<file path="config.mk">
export PLATFORM = sky130hd
export DESIGN_NAME = dctcp_alpha_estimator
export DESIGN_NICKNAME = d
export VERILOG_FILES = /design/src/design/dctcp_ae_pkg.sv /design/src/design/dctcp_ae_ctrl.sv /design/src/design/dctcp_ae_datapath.sv /design/src/design/dctcp_alpha_estimator.sv
export SDC_FILE = /design/constraint.sdc
export NUM_CORES = 2
export LEC_CHECK = 0
export BUFFER_PORTS_ARGS = -buffer_cell sky130_fd_sc_hd__buf_2
export CAP_MARGIN = 10
export CORE_MARGIN = 5
export CORE_UTILIZATION = 62
export CTS_BUF_LIST = sky130_fd_sc_hd__clkbuf_4 sky130_fd_sc_hd__clkbuf_8
export DETAILED_ROUTE_END_ITERATION = 10
export GPL_ROUTABILITY_DRIVEN = 0
export MAX_ROUTING_LAYER = met4
export PLACE_DENSITY = 0.87
export SYNTH_ARGS = -nofsm -noshare
export SYNTH_HDL_FRONTEND = slang
export SYNTH_SLANG_ARGS = --single-unit
export TNS_END_PERCENT = 5
</file>
<file path="constraint.sdc">
create_clock -name aclk -period 10.7 [get_ports aclk]
set_input_delay 2.14 -clock aclk [delete_from_list [all_inputs] [get_ports aclk]]
set_output_delay 2.14 -clock aclk [all_outputs]
set_load 0.02 [all_outputs]
</file>
<file path="src/design/dctcp_ae_pkg.sv">
// shared types and constants of the dctcp alpha estimator
// no dependencies
`default_nettype none

package dctcp_ae_pkg;

    typedef enum logic [1:0] {
        OP_ACK    = 2'd0,
        OP_CE     = 2'd1,
        OP_NO_CE  = 2'd2,
        OP_REDUCE = 2'd3
    } op_t;

    localparam int CFG_IDX_W  = 1;
    localparam int CFG_DATA_W = 17;

    localparam logic [CFG_IDX_W-1:0] CFG_GAIN    = 1'b0;
    localparam logic [CFG_IDX_W-1:0] CFG_SEGMENT = 1'b1;

    localparam logic [16:0] GAIN_ONE      = 17'd65536;
    localparam logic [16:0] GAIN_RESET    = 17'd4096;
    localparam logic [15:0] SEGMENT_RESET = 16'd1448;

    typedef struct packed {
        op_t         operation;
        logic [15:0] segments_acked;
        logic        ece_marked;
        logic [31:0] last_acked_seq;
        logic [31:0] next_tx_seq;
        logic [31:0] cwnd_in;
    } in_item_t;

    typedef struct packed {
        logic [31:0] cwnd_out;
        logic [16:0] alpha_q16;
        logic        ce_state;
        logic        window_closed;
    } out_item_t;

    typedef struct packed {
        logic capture;
        logic bytes_mul;
        logic accumulate;
        logic div_init;
        logic div_step;
        logic alpha_mul;
        logic alpha_upd;
        logic red_mul;
        logic emit;
    } dp_cmd_t;

    typedef struct packed {
        logic window_reached;
        logic div_last;
    } dp_status_t;

endpackage

`default_nettype wire

</file>
<file path="src/design/dctcp_ae_ctrl.sv">
// sequencing state machine of the dctcp alpha estimator
// depends on dctcp_ae_pkg
`default_nettype none

module dctcp_ae_ctrl (
    input  wire logic                    aclk,
    input  wire logic                    aresetn,
    input  wire logic                    s_valid,
    input  wire dctcp_ae_pkg::op_t       s_op,
    output logic                         s_ready,
    output logic                         m_valid,
    input  wire logic                    m_ready,
    input  wire dctcp_ae_pkg::dp_status_t status,
    output dctcp_ae_pkg::dp_cmd_t        cmd
);

    typedef enum logic [8:0] {
        S_IDLE      = 9'b000000001,
        S_BYTES     = 9'b000000010,
        S_ACCUM     = 9'b000000100,
        S_DIV_INIT  = 9'b000001000,
        S_DIV       = 9'b000010000,
        S_ALPHA_MUL = 9'b000100000,
        S_ALPHA_UPD = 9'b001000000,
        S_RED_MUL   = 9'b010000000,
        S_EMIT      = 9'b100000000
    } state_t;

    state_t state_reg, state_next;
    logic   m_valid_reg, m_valid_next;
    logic   out_free;

    assign out_free = !m_valid_reg || m_ready;
    assign m_valid  = m_valid_reg;

    always_comb begin
        state_next = state_reg;
        cmd        = '0;
        s_ready    = 1'b0;
        case (state_reg)
            S_IDLE: begin
                s_ready = 1'b1;
                if (s_valid) begin
                    cmd.capture = 1'b1;
                    case (s_op)
                        dctcp_ae_pkg::OP_ACK:    state_next = S_BYTES;
                        dctcp_ae_pkg::OP_REDUCE: state_next = S_RED_MUL;
                        default:                 state_next = S_EMIT;
                    endcase
                end
            end
            S_BYTES: begin
                cmd.bytes_mul = 1'b1;
                state_next    = S_ACCUM;
            end
            S_ACCUM: begin
                cmd.accumulate = 1'b1;
                state_next     = status.window_reached ? S_DIV_INIT : S_EMIT;
            end
            S_DIV_INIT: begin
                cmd.div_init = 1'b1;
                state_next   = S_DIV;
            end
            S_DIV: begin
                cmd.div_step = 1'b1;
                if (status.div_last) begin
                    state_next = S_ALPHA_MUL;
                end
            end
            S_ALPHA_MUL: begin
                cmd.alpha_mul = 1'b1;
                state_next    = S_ALPHA_UPD;
            end
            S_ALPHA_UPD: begin
                cmd.alpha_upd = 1'b1;
                state_next    = S_EMIT;
            end
            S_RED_MUL: begin
                cmd.red_mul = 1'b1;
                state_next  = S_EMIT;
            end
            S_EMIT: begin
                if (out_free) begin
                    cmd.emit   = 1'b1;
                    state_next = S_IDLE;
                end
            end
            default: begin
                state_next = S_IDLE;
            end
        endcase
    end

    always_comb begin
        m_valid_next = m_valid_reg;
        if (cmd.emit) begin
            m_valid_next = 1'b1;
        end else if (m_ready) begin
            m_valid_next = 1'b0;
        end
    end

    always_ff @(posedge aclk) begin
        if (!aresetn) begin
            state_reg   <= S_IDLE;
            m_valid_reg <= 1'b0;
        end else begin
            state_reg   <= state_next;
            m_valid_reg <= m_valid_next;
        end
    end

endmodule

`default_nettype wire

</file>
<file path="src/design/dctcp_ae_datapath.sv">
// counters, divider, alpha update and window reduction of the dctcp alpha estimator
// depends on dctcp_ae_pkg, driven by dctcp_ae_ctrl
`default_nettype none

module dctcp_ae_datapath #(
    parameter int ALPHA_FRAC_BITS = 16
) (
    input  wire logic                                 aclk,
    input  wire logic                                 aresetn,
    input  wire logic                                 cfg_wr_en,
    input  wire logic [dctcp_ae_pkg::CFG_IDX_W-1:0]   cfg_index,
    input  wire logic [dctcp_ae_pkg::CFG_DATA_W-1:0]  cfg_wr_data,
    input  wire dctcp_ae_pkg::in_item_t               s_data,
    output dctcp_ae_pkg::out_item_t                   m_data,
    input  wire dctcp_ae_pkg::dp_cmd_t                cmd,
    output dctcp_ae_pkg::dp_status_t                  status
);

    localparam int AW       = ALPHA_FRAC_BITS + 1;
    localparam int CNT_W    = $clog2(AW);
    localparam int PROD_A_W = 17 + AW;
    localparam int PROD_R_W = 32 + AW;

    localparam logic [AW-1:0] ALPHA_ONE = {1'b1, {ALPHA_FRAC_BITS{1'b0}}};
    localparam logic [CNT_W-1:0] CNT_LAST = CNT_W'(AW - 1);
    localparam logic [PROD_A_W:0] ALPHA_ROUND = (PROD_A_W+1)'(17'h0FFFF);
    localparam logic [PROD_R_W:0] RED_ROUND = {{(PROD_R_W+1-AW){1'b0}}, {AW{1'b1}}};

    // configuration and architectural state
    logic [16:0]   gain_reg;
    logic [15:0]   segment_reg;
    logic [31:0]   acked_reg;
    logic [31:0]   marked_reg;
    logic [31:0]   window_end_reg;
    logic [AW-1:0] alpha_reg;
    logic          ce_reg;
    logic          closed_reg;

    // working registers
    dctcp_ae_pkg::in_item_t  item_reg;
    dctcp_ae_pkg::out_item_t out_reg;
    logic [31:0]             bytes_reg;
    logic [32:0]             rem_reg;
    logic [AW-1:0]           quot_reg;
    logic [CNT_W-1:0]        cnt_reg;
    logic                    frac_zero_reg;
    logic                    down_reg;
    logic [PROD_A_W-1:0]     prod_a_reg;
    logic [PROD_R_W-1:0]     prod_r_reg;

    logic [32:0]       acked_sum, marked_sum;
    logic [31:0]       acked_sat, marked_sat;
    logic [31:0]       we_eff, seq_gap;
    logic              rem_ge;
    logic [32:0]       rem_sub;
    logic [AW-1:0]     frac, diff, alpha_new;
    logic [16:0]       gain_eff;
    logic              down;
    logic [PROD_A_W:0] prod_round;
    logic [PROD_R_W:0] red_sum;
    logic [32:0]       cut;
    logic [31:0]       cwnd_red;
    logic [16:0]       alpha_q16;
    logic              ce_next;

    // saturating byte counters
    assign acked_sum  = {1'b0, acked_reg} + {1'b0, bytes_reg};
    assign marked_sum = {1'b0, marked_reg} + {1'b0, bytes_reg};
    assign acked_sat  = acked_sum[32] ? 32'hFFFF_FFFF : acked_sum[31:0];
    assign marked_sat = marked_sum[32] ? 32'hFFFF_FFFF : marked_sum[31:0];

    // serial-order window end test
    assign we_eff  = (window_end_reg == 32'd0) ? item_reg.next_tx_seq : window_end_reg;
    assign seq_gap = item_reg.last_acked_seq - we_eff;
    assign status.window_reached = !seq_gap[31];

    // restoring divider, one quotient bit a cycle
    assign rem_ge  = rem_reg >= {1'b0, acked_reg};
    assign rem_sub = rem_ge ? (rem_reg - {1'b0, acked_reg}) : rem_reg;
    assign status.div_last = (cnt_reg == CNT_LAST);

    assign frac = frac_zero_reg ? '0 : ((quot_reg > ALPHA_ONE) ? ALPHA_ONE : quot_reg);

    // ewma step
    assign gain_eff   = (gain_reg > dctcp_ae_pkg::GAIN_ONE) ? dctcp_ae_pkg::GAIN_ONE : gain_reg;
    assign down       = frac < alpha_reg;
    assign diff       = down ? (alpha_reg - frac) : (frac - alpha_reg);
    assign prod_round = {1'b0, prod_a_reg} + ALPHA_ROUND;
    assign alpha_new  = down_reg ? (alpha_reg - prod_round[16 +: AW])
                                 : (alpha_reg + prod_a_reg[16 +: AW]);

    // window reduction, cut rounded up
    assign red_sum  = {1'b0, prod_r_reg} + RED_ROUND;
    assign cut      = red_sum[AW +: 33];
    assign cwnd_red = (cut >= {1'b0, item_reg.cwnd_in}) ? 32'd0
                                                        : (item_reg.cwnd_in - cut[31:0]);

    generate
        if (ALPHA_FRAC_BITS >= 16) begin : g_q16_down
            assign alpha_q16 = 17'(alpha_reg >> (ALPHA_FRAC_BITS - 16));
        end else begin : g_q16_up
            assign alpha_q16 = 17'(alpha_reg) << (16 - ALPHA_FRAC_BITS);
        end
    endgenerate

    always_comb begin
        case (item_reg.operation)
            dctcp_ae_pkg::OP_CE:    ce_next = 1'b1;
            dctcp_ae_pkg::OP_NO_CE: ce_next = 1'b0;
            default:                ce_next = ce_reg;
        endcase
    end

    assign m_data = out_reg;

    always_ff @(posedge aclk) begin
        if (!aresetn) begin
            gain_reg       <= dctcp_ae_pkg::GAIN_RESET;
            segment_reg    <= dctcp_ae_pkg::SEGMENT_RESET;
            acked_reg      <= '0;
            marked_reg     <= '0;
            window_end_reg <= '0;
            alpha_reg      <= ALPHA_ONE;
            ce_reg         <= 1'b0;
            closed_reg     <= 1'b0;
        end else begin
            if (cfg_wr_en) begin
                case (cfg_index)
                    dctcp_ae_pkg::CFG_GAIN:    gain_reg    <= cfg_wr_data;
                    dctcp_ae_pkg::CFG_SEGMENT: segment_reg <= cfg_wr_data[15:0];
                    default: ;
                endcase
            end
            if (cmd.capture) begin
                closed_reg <= 1'b0;
            end
            if (cmd.accumulate) begin
                acked_reg      <= acked_sat;
                window_end_reg <= we_eff;
                closed_reg     <= status.window_reached;
                if (item_reg.ece_marked) begin
                    marked_reg <= marked_sat;
                end
            end
            if (cmd.alpha_upd) begin
                alpha_reg      <= alpha_new;
                window_end_reg <= item_reg.next_tx_seq;
                acked_reg      <= '0;
                marked_reg     <= '0;
            end
            if (cmd.emit) begin
                ce_reg <= ce_next;
            end
        end
    end

    always_ff @(posedge aclk) begin
        if (cmd.capture) begin
            item_reg <= s_data;
        end
        if (cmd.bytes_mul) begin
            bytes_reg <= 32'(item_reg.segments_acked) * 32'(segment_reg);
        end
        if (cmd.div_init) begin
            rem_reg       <= {1'b0, marked_reg};
            quot_reg      <= '0;
            cnt_reg       <= '0;
            frac_zero_reg <= (marked_reg == 32'd0) || (acked_reg == 32'd0);
        end
        if (cmd.div_step) begin
            rem_reg  <= {rem_sub[31:0], 1'b0};
            quot_reg <= {quot_reg[AW-2:0], rem_ge};
            cnt_reg  <= cnt_reg + CNT_W'(1);
        end
        if (cmd.alpha_mul) begin
            prod_a_reg <= PROD_A_W'(gain_eff) * PROD_A_W'(diff);
            down_reg   <= down;
        end
        if (cmd.red_mul) begin
            prod_r_reg <= PROD_R_W'(item_reg.cwnd_in) * PROD_R_W'(alpha_reg);
        end
        if (cmd.emit) begin
            out_reg.cwnd_out      <= (item_reg.operation == dctcp_ae_pkg::OP_REDUCE)
                                     ? cwnd_red : item_reg.cwnd_in;
            out_reg.alpha_q16     <= alpha_q16;
            out_reg.ce_state      <= ce_next;
            out_reg.window_closed <= closed_reg;
        end
    end

endmodule

`default_nettype wire

</file>
<file path="src/design/dctcp_alpha_estimator.sv">
// top level of the dctcp alpha estimator: controller plus datapath
// depends on dctcp_ae_pkg, dctcp_ae_ctrl, dctcp_ae_datapath
`default_nettype none

// DCTCP sender estimator. Each request on the s_ channel is one operation: an ack
// adds segments_acked * segment_bytes to the acked byte count (and to the marked
// count when ece_marked is set), loads an unset window end from next_tx_seq and,
// once last_acked_seq reaches the window end, folds the marked fraction into alpha
// with gain gain_q16, re-arms the window and clears the counters; a reduce request
// returns floor(cwnd_in * (1 - alpha/2)); ce / no-ce requests set or clear the echo
// state. Every request yields exactly one result request on the m_ channel. Requests
// are worked one at a time: an ack that keeps the window open passes the byte
// multiply, accumulate and emit states, a reduce the reduction multiply and emit
// states, and a ce change goes straight to emit; an ack that closes a window also
// runs divider init, the restoring divider that forms the marked fraction one
// quotient bit a cycle, then the alpha multiply and update. A finished result sits
// in an output register, so the next request is accepted while the previous result
// still waits for m_ready. Configuration writes are taken at any edge with cfg_wr_en
// high and should only be issued while the block is idle.

module dctcp_alpha_estimator #(
    parameter int ALPHA_FRAC_BITS = 16
) (
    input  wire logic                                 aclk,
    input  wire logic                                 aresetn,
    // configuration write port
    input  wire logic                                 cfg_wr_en,
    input  wire logic [dctcp_ae_pkg::CFG_IDX_W-1:0]   cfg_index,
    input  wire logic [dctcp_ae_pkg::CFG_DATA_W-1:0]  cfg_wr_data,
    // operation requests
    input  wire logic                                 s_valid,
    output logic                                      s_ready,
    input  wire dctcp_ae_pkg::in_item_t               s_data,
    // result requests
    output logic                                      m_valid,
    input  wire logic                                 m_ready,
    output dctcp_ae_pkg::out_item_t                   m_data
);

    // command and status between the sequencer and the datapath
    dctcp_ae_pkg::dp_cmd_t    cmd;
    dctcp_ae_pkg::dp_status_t status;

    // sequencer: owns the request handshakes and the output valid flag
    dctcp_ae_ctrl u_ctrl (
        .aclk    (aclk),
        .aresetn (aresetn),
        .s_valid (s_valid),
        .s_op    (s_data.operation),
        .s_ready (s_ready),
        .m_valid (m_valid),
        .m_ready (m_ready),
        .status  (status),
        .cmd     (cmd)
    );

    // datapath: counters, window tracking, divider, ewma and reduction
    dctcp_ae_datapath #(
        .ALPHA_FRAC_BITS (ALPHA_FRAC_BITS)
    ) u_datapath (
        .aclk        (aclk),
        .aresetn     (aresetn),
        .cfg_wr_en   (cfg_wr_en),
        .cfg_index   (cfg_index),
        .cfg_wr_data (cfg_wr_data),
        .s_data      (s_data),
        .m_data      (m_data),
        .cmd         (cmd),
        .status      (status)
    );

endmodule

`default_nettype wire

</file>
[After elaboration in Yosys (flattened, before gate mapping)]
Cells that the tools add are included.
Storage, ports and cells
  output and inout bits: 53
  flip-flop bits (word level): 495
  input bits: 138
Cells by class
  reductions and logical operators: 18
  equal/unequal tests: 17
  add/subtract/negate cells: 12
  magnitude comparators: 5
  bitwise logic cells: 2
  multiplexer cells: 42
  $mul: 3
Operators by type and width (number)
  32-bit 2-to-1 mux: 8
  17-bit 2-to-1 mux: 7
  32-bit logical NOT: 3
  32-bit subtractor: 3
  9-bit one-hot mux with 8 select lines: 1
  32-bit by 32-bit adder with 33-bit output: 2
  33-bit by 32-bit greater-or-equal comparator with 1-bit output: 2
  33-bit 2-to-1 mux: 2
  17-bit subtractor: 3
  49-bit by 17-bit adder with 50-bit output (second input constant): 1
  32-bit by 17-bit multiplier with 49-bit output: 1
  9-bit 2-to-1 mux: 4
  17-bit greater-than comparator (second input constant): 2
  33-bit by 16-bit adder with 33-bit output (second input constant): 1
  17-bit by 17-bit multiplier with 33-bit output: 1
  16-bit by 16-bit multiplier with 32-bit output: 1
  9-bit one-hot mux with 2 select lines: 1
  17-bit adder: 1
  17-bit less-than comparator: 1
  1-bit 2-to-1 mux: 16
  5-bit 2-to-1 mux: 2
  9-bit by 1-bit equality test with 1-bit output (second input constant): 1
  9-bit by 2-bit equality test with 1-bit output (second input constant): 1
  9-bit by 3-bit equality test with 1-bit output (second input constant): 1
  other kinds (21): 33

[Longest topological paths before layout]
  depth after elaboration: 6
  depth in mapped cells: 45
  depth with buffers taken out: 43

[By module]
From an unflattened synthesis, not the netlist that was laid out.
Unflattened totals
  cell total of the unflattened synthesis: 6785
  area total of the unflattened synthesis: 62303.5 um^2
By module, submodules not included
  dctcp_ae_datapath: times used 1, cells each 6707, area an instance 61616.6 um^2
  dctcp_ae_ctrl: times used 1, cells each 78, area an instance 686.9 um^2

[Worst setup path before layout]
No wires, ideal clock.
  path type: register to register
  from: register u_datapath.quot_reg[3]
  to: register u_datapath.prod_a_reg[32] (data pin)
  arrival time: 9.336 ns
  stages on the path, launching flop included: 41
  path buffers: 3
  path slack: 1.101 ns
  data required time: 10.437 ns
  setup time: 0.263 ns
  path through: edfxtp_1 -> nor4_1 -> nand4_1 -> a21oi_1 -> clkbuf_1 -> nand2_1 -> inv_1 -> ha_1 -> nor2b_1 -> o21ai_0 -> a21boi_1 -> o311ai_1 -> a21oi_1 -> a211oi_1 -> nor2_2 -> inv_2 -> buf_2 -> nand2_1 -> [... 5 more ...] -> inv_1 -> fa_1 -> inv_1 -> fa_1 -> inv_1 -> fa_1 -> fa_1 -> fa_1 -> ha_1 -> a211oi_1 -> o211ai_1 -> a221oi_1 -> o31ai_1 -> a21oi_1 -> o21ai_0 -> a211oi_1 -> a21oi_1 -> xor2_1
Between the ends
  longest elaborated chain between the ends: 6
  elaborated cells on any way between the ends: 8
  those cells by class: add/sub (2); mul (1); order compare (2); mux (3)
RTL lines
  start: declaration: line dctcp_ae_datapath.sv:44  | logic [AW-1:0] quot_reg;
  start signal: assignment: line dctcp_ae_datapath.sv:172  | quot_reg <= {quot_reg[AW-2:0], rem_ge};
  17-bit greater-than comparator: line dctcp_ae_datapath.sv:82  | assign frac = frac_zero_reg ? '0 : ((quot_reg > ALPHA_ONE) ? ALPHA_ONE : quot_reg);
  17-bit 2-to-1 mux (*) (2 in a row): line dctcp_ae_datapath.sv:82
  17-bit less-than comparator (*): line dctcp_ae_datapath.sv:86  | assign down = frac < alpha_reg;
  net u_datapath.down: line dctcp_ae_datapath.sv:58  | logic down;
  17-bit 2-to-1 mux (*): line dctcp_ae_datapath.sv:87  | assign diff = down ? (alpha_reg - frac) : (frac - alpha_reg);
  17-bit by 17-bit multiplier with 33-bit output (*): line dctcp_ae_datapath.sv:176  | prod_a_reg <= PROD_A_W'(gain_eff) * PROD_A_W'(diff);
  end signal: assignment: line dctcp_ae_datapath.sv:176
  end: declaration: line dctcp_ae_datapath.sv:48  | logic [PROD_A_W-1:0] prod_a_reg;
Mark *: on every way through the listed nets, which the timed path passes. The rest lies on a longest branch.
A chain may end at the register's enable or synchronous reset.

[Worst setup path in the final report]
  from: register u_datapath.quot_reg[11]
  to: register u_datapath.prod_a_reg[31] (data pin)
Between the ends
  longest elaborated chain between the ends: 6
  elaborated cells on any way between the ends: 8
  those cells by class: add/sub (2); mul (1); order compare (2); mux (3)
RTL lines (line)
  17-bit greater-than comparator: dctcp_ae_datapath.sv:82
  17-bit 2-to-1 mux (*) (2 in a row): dctcp_ae_datapath.sv:82
  17-bit subtractor / 17-bit less-than comparator (equally long branches): dctcp_ae_datapath.sv:87, dctcp_ae_datapath.sv:86
  17-bit 2-to-1 mux (*): dctcp_ae_datapath.sv:87
  17-bit by 17-bit multiplier with 33-bit output (*): dctcp_ae_datapath.sv:176
Every way passes the cells marked *; elsewhere a longest branch is shown, timed or not.

==> implementation parameters <==
Parameter                              Value

Outcome
  Outcome    completed

Hold path
  Min-Delay Path Class    flip-flop to flip-flop
  Min-delay src    u_datapath.segment_reg[4]

Layout
  Count of non-filler cells in the finished layout    8210
  Post-layout instance area    65800 sq um
  Max FFs per register    115
  Post-synthesis to final-layout area growth    6.91%
  Net count of the finished layout    8427
  Fraction of layout instances using a drive strength above 1    0.0705
  Utilization after layout    0.668

Setup path
  Cell type with the highest occurrence count on the critical path    sky130_fd_sc_hd__fa_1
  Req. time, crit path    11.21 ns
  Cell with the biggest individual delay on the critical path    sky130_fd_sc_hd__fa_1
  Critical path startpoint category    flip-flop
  Buf+Inv Stages, Crit Path    6
  Category of cells accounting for the largest share of critical-path delay    adder cells
  Critical Path Start    u_datapath.quot_reg[11]
  Delay contributed by the slowest stage of the critical path    0.58 ns
  Arrival @ worst endpoint    10.85 ns
  Element type at the critical path end    flip-flop
  Reg-to-reg critical path startpoint    u_datapath.quot_reg[11]
  Worst Setup Path Type    flip-flop to flip-flop
  Maximum fanout along the worst path    11

Power
  Fraction of power consumed by sequential logic    0.320
  Relative contribution of combinational cells to total power    0.419
  Total net switching power    2.87 mW
  Fraction of power consumed by the clock network    0.261
  Ratio of total power to cell area    115 nW/um^2
  Switching part of the total    0.381
  Overall power after layout    7.55 mW
  Internal power    4.68 mW
  Worst VDD drop    0.000316 V
  Cell leakage power    30.5 nW

Synth
  Number of synthesized register bits    495
  Post-Syn Area per Cell    9.14 sq um
  Async SR Flop Fraction    0
  Top area cells in the synthesized netlist    sky130_fd_sc_hd__fa_1 (28%), sky130_fd_sc_hd__edfxtp_1 (16%), sky130_fd_sc_hd__ha_1 (12%)
  Register area share after synthesis    0.215
  Yosys warnings    0
  Synthesized area    61600 sq um
  Most common flop cell mapped by yosys    sky130_fd_sc_hd__edfxtp_1
  Synth Instances    6739
  Number of enable flip-flop cells after synthesis    336
  Number of distinct library cells after synthesis    88
  Syn_nets    8328
  Synth top area share    0.284
  Cell type with the highest aggregate area in the netlist    sky130_fd_sc_hd__fa_1

Route
  Violation count after the first detailed-route iteration    5551
  Vias per std cell    6.12
  # DRC    0
  Number of nets with antenna violations after detailed routing    0
  Routed WL    169000 um
  Total number of vias    50300
  Detailed-routing iteration count for the pre-antenna-repair pass    7
  Average wire length per cell after detail routing    20.5 um

Timing
  Final hold violation count    0
  Time the final worst path needs with I/O delays and setup    10.34 ns
  Final worst clock skew    0.0478 ns
  Final count of negative-setup-slack endpoints    0
  Worst hold slack    0.471 ns
  Count of final max-slew check failures    0
  Worst-case headroom to the max-slew limit    0.0228
  Worst Max-Slew Pin Slew    1.46 ns
  Maximum clock frequency    0.0967 GHz
  Fin crit share    0.966
  Total negative slack    0 ns
  Post-layout worst setup margin    0.360 ns

Place
  Cells after DPL    8028
  Post-detailed-placement half-perimeter wirelength    125000 um
  Input/output buffers    190
  Post-DP Area    63800 sq um
  Setup slack at placement    -0.158 ns

Floorplanning
  Floorplan core area    98600 sq um
  Initial cell density of the core    0.625
  X dimension of the die    325 um
  Die Y-Extent    325 um
  Total Die Area    106000 sq um
  Number of ports placed on the die boundary    191
  Placement row count    115

CTS
  Worst-path clk slew    0.07 ns
  Quantity of hold-fixing buffers added after cts    0
  Number of clock buffers inserted by TritonCTS    87
  Clock sink count    495
  H-tree depth    3
  Clock latency on the worst-skew pair    0.78 ns
  Buffer type at the clock tree root    sky130_fd_sc_hd__clkbuf_8
  Maximum buffer depth of the clock tree    3
  CTS tree    yes

GRT
  Pin count of the biggest net entering global routing    81
  Global-route wire length before repair    270000 um
  GRT overflow    0
  Via count of the first global-routing pass    52500
  Total GRT Usage    0.325
  Antenna violations before repair    10

Flow run
  Max-cap viol count    0
repair_timing:
item	CTS	global route
gates resized for setup	2	10
setup buffers	0	7
endpoints found under the setup margin	3	10
cloned	0	0
pin swaps	0	2
worst reg2reg max path: cells and delay by family, from the launching register on:
kind | cells | cell delay [ns]
adders and majority gates | 8 | 3.55
AOI/OAI and AO/OA | 14 | 3.21
and+or+nand+nor | 9 | 1.89
buffers and inverters | 6 | 0.73
DFF | 1 | 0.43
xor gates and xnor gates | 2 | 0.22
per-layer routing:
layer,routed length (um),GRT usage
met2,76500,0.503
met1,60100,0.393
met3,22000,0.0975
met4,10000,0.153
met5,0,-
Yosys cell counts, types with 5 or more instances:
cell and count:
sky130_fd_sc_hd__buf_1 9, sky130_fd_sc_hd__a31oi_1 24, sky130_fd_sc_hd__nand4_1 40, sky130_fd_sc_hd__o211ai_1 8
sky130_fd_sc_hd__o31ai_1 11, sky130_fd_sc_hd__nor2b_1 51, sky130_fd_sc_hd__nor4_1 47, sky130_fd_sc_hd__dfxtp_1 159
sky130_fd_sc_hd__a21oi_1 375, sky130_fd_sc_hd__xnor2_1 185, sky130_fd_sc_hd__nand2b_1 66, sky130_fd_sc_hd__clkinv_1 5
sky130_fd_sc_hd__o41ai_1 8, sky130_fd_sc_hd__and4_1 6, sky130_fd_sc_hd__buf_2 17, sky130_fd_sc_hd__clkbuf_1 232
sky130_fd_sc_hd__edfxtp_1 336, sky130_fd_sc_hd__nand2_1 980, sky130_fd_sc_hd__nor3_1 50, sky130_fd_sc_hd__nor2_1 443
sky130_fd_sc_hd__o22ai_1 35, sky130_fd_sc_hd__a22oi_1 35, sky130_fd_sc_hd__a221oi_1 5, sky130_fd_sc_hd__xor2_1 113
sky130_fd_sc_hd__mux2i_1 35, sky130_fd_sc_hd__a211oi_1 19, sky130_fd_sc_hd__and2_1 150, sky130_fd_sc_hd__or2_2 15
sky130_fd_sc_hd__and3_1 27, sky130_fd_sc_hd__a21o_1 147, sky130_fd_sc_hd__o31a_1 5, sky130_fd_sc_hd__o21bai_1 31
sky130_fd_sc_hd__or3_1 23, sky130_fd_sc_hd__inv_1 1156, sky130_fd_sc_hd__fa_1 873, sky130_fd_sc_hd__a31o_2 5
sky130_fd_sc_hd__o21a_1 29, sky130_fd_sc_hd__a21boi_0 9, sky130_fd_sc_hd__o221ai_1 9, sky130_fd_sc_hd__ha_1 578
sky130_fd_sc_hd__o21ai_0 202, sky130_fd_sc_hd__nor3b_1 9, sky130_fd_sc_hd__o21ai_1 9, sky130_fd_sc_hd__nand3_1 82
layout by cell type, fill, tap and decap left out, types with 15 or more instances in the layout:
cell,count
sky130_fd_sc_hd__or3_1,23
sky130_fd_sc_hd__nor4_1,46
sky130_fd_sc_hd__and3_1,27
sky130_fd_sc_hd__dfxtp_1,159
sky130_fd_sc_hd__nor3_1,50
sky130_fd_sc_hd__a21oi_1,374
sky130_fd_sc_hd__buf_4,78
sky130_fd_sc_hd__ha_1,578
sky130_fd_sc_hd__a211oi_1,16
sky130_fd_sc_hd__clkbuf_4,33
sky130_fd_sc_hd__a21o_1,147
sky130_fd_sc_hd__and2_1,149
sky130_fd_sc_hd__a22oi_1,35
sky130_fd_sc_hd__xnor2_1,183
sky130_fd_sc_hd__edfxtp_1,336
sky130_fd_sc_hd__o21a_1,29
sky130_fd_sc_hd__nand3_1,82
sky130_fd_sc_hd__nand4_1,40
sky130_fd_sc_hd__clkbuf_8,95
sky130_fd_sc_hd__nand2b_1,66
sky130_fd_sc_hd__nor2b_1,50
sky130_fd_sc_hd__fa_1,873
sky130_fd_sc_hd__mux2i_1,35
sky130_fd_sc_hd__o21ai_0,202
sky130_fd_sc_hd__o21bai_1,31
sky130_fd_sc_hd__buf_2,190
sky130_fd_sc_hd__or2_2,15
sky130_fd_sc_hd__nor2_1,442
sky130_fd_sc_hd__xor2_1,112
sky130_fd_sc_hd__inv_1,1154
sky130_fd_sc_hd__nand2_1,980
sky130_fd_sc_hd__a31oi_1,23
sky130_fd_sc_hd__o22ai_1,35
power groups by stage:
stage	sequential (mW)	clock, mW	combinational (mW)
after floorplan	2.35	0	2.36
final	2.41	1.97	3.17
after detailed placement	2.44	0	3.08
after global routing	2.41	2.08	3.56
after global placement	2.44	0	2.95
after CTS	2.40	1.99	3.11
final timing paths:
kind / to / slack, ns / cells past startpoint
min reg2reg: u_datapath.segment_reg[4] / 0.47 / 2
min: u_datapath.segment_reg[4] / 0.47 / 2
max: u_datapath.prod_a_reg[31] / 0.36 / 39
max reg2reg: u_datapath.prod_a_reg[31] / 0.36 / 39
cell families (layout without fill, tap and decap cells):
family | after synthesis | count (layout) | share of synthesized area
multiplexers | 37 | 37 | 0.00605
adder cells (fa/ha/maj) | 1451 | 1451 | 0.401
XOR/XNOR | 298 | 298 | 0.0424
AO/OA/AOI/OAI | 1027 | 1027 | 0.103
flip-flops | 495 | 495 | 0.215
other | 0 | 11 | 0
AND/OR/NAND/NOR | 2009 | 2009 | 0.145
buffers and inverters | 1422 | 1595 | 0.0871
cell type report:
cell class / instances / area (sq um)
multi-input cells: 4822 / 43100
fillers: 7103 / 32700
flip-flops and latches: 495 / 13300
inverters: 1163 / 4370
well taps: 1287 / 1610
clock buffers: 128 / 1560
repair buffers: 269 / 1540
clock inverters: 35 / 368
diodes: 11 / 27.5
Note: power is estimated with default switching activity, not from simulation.
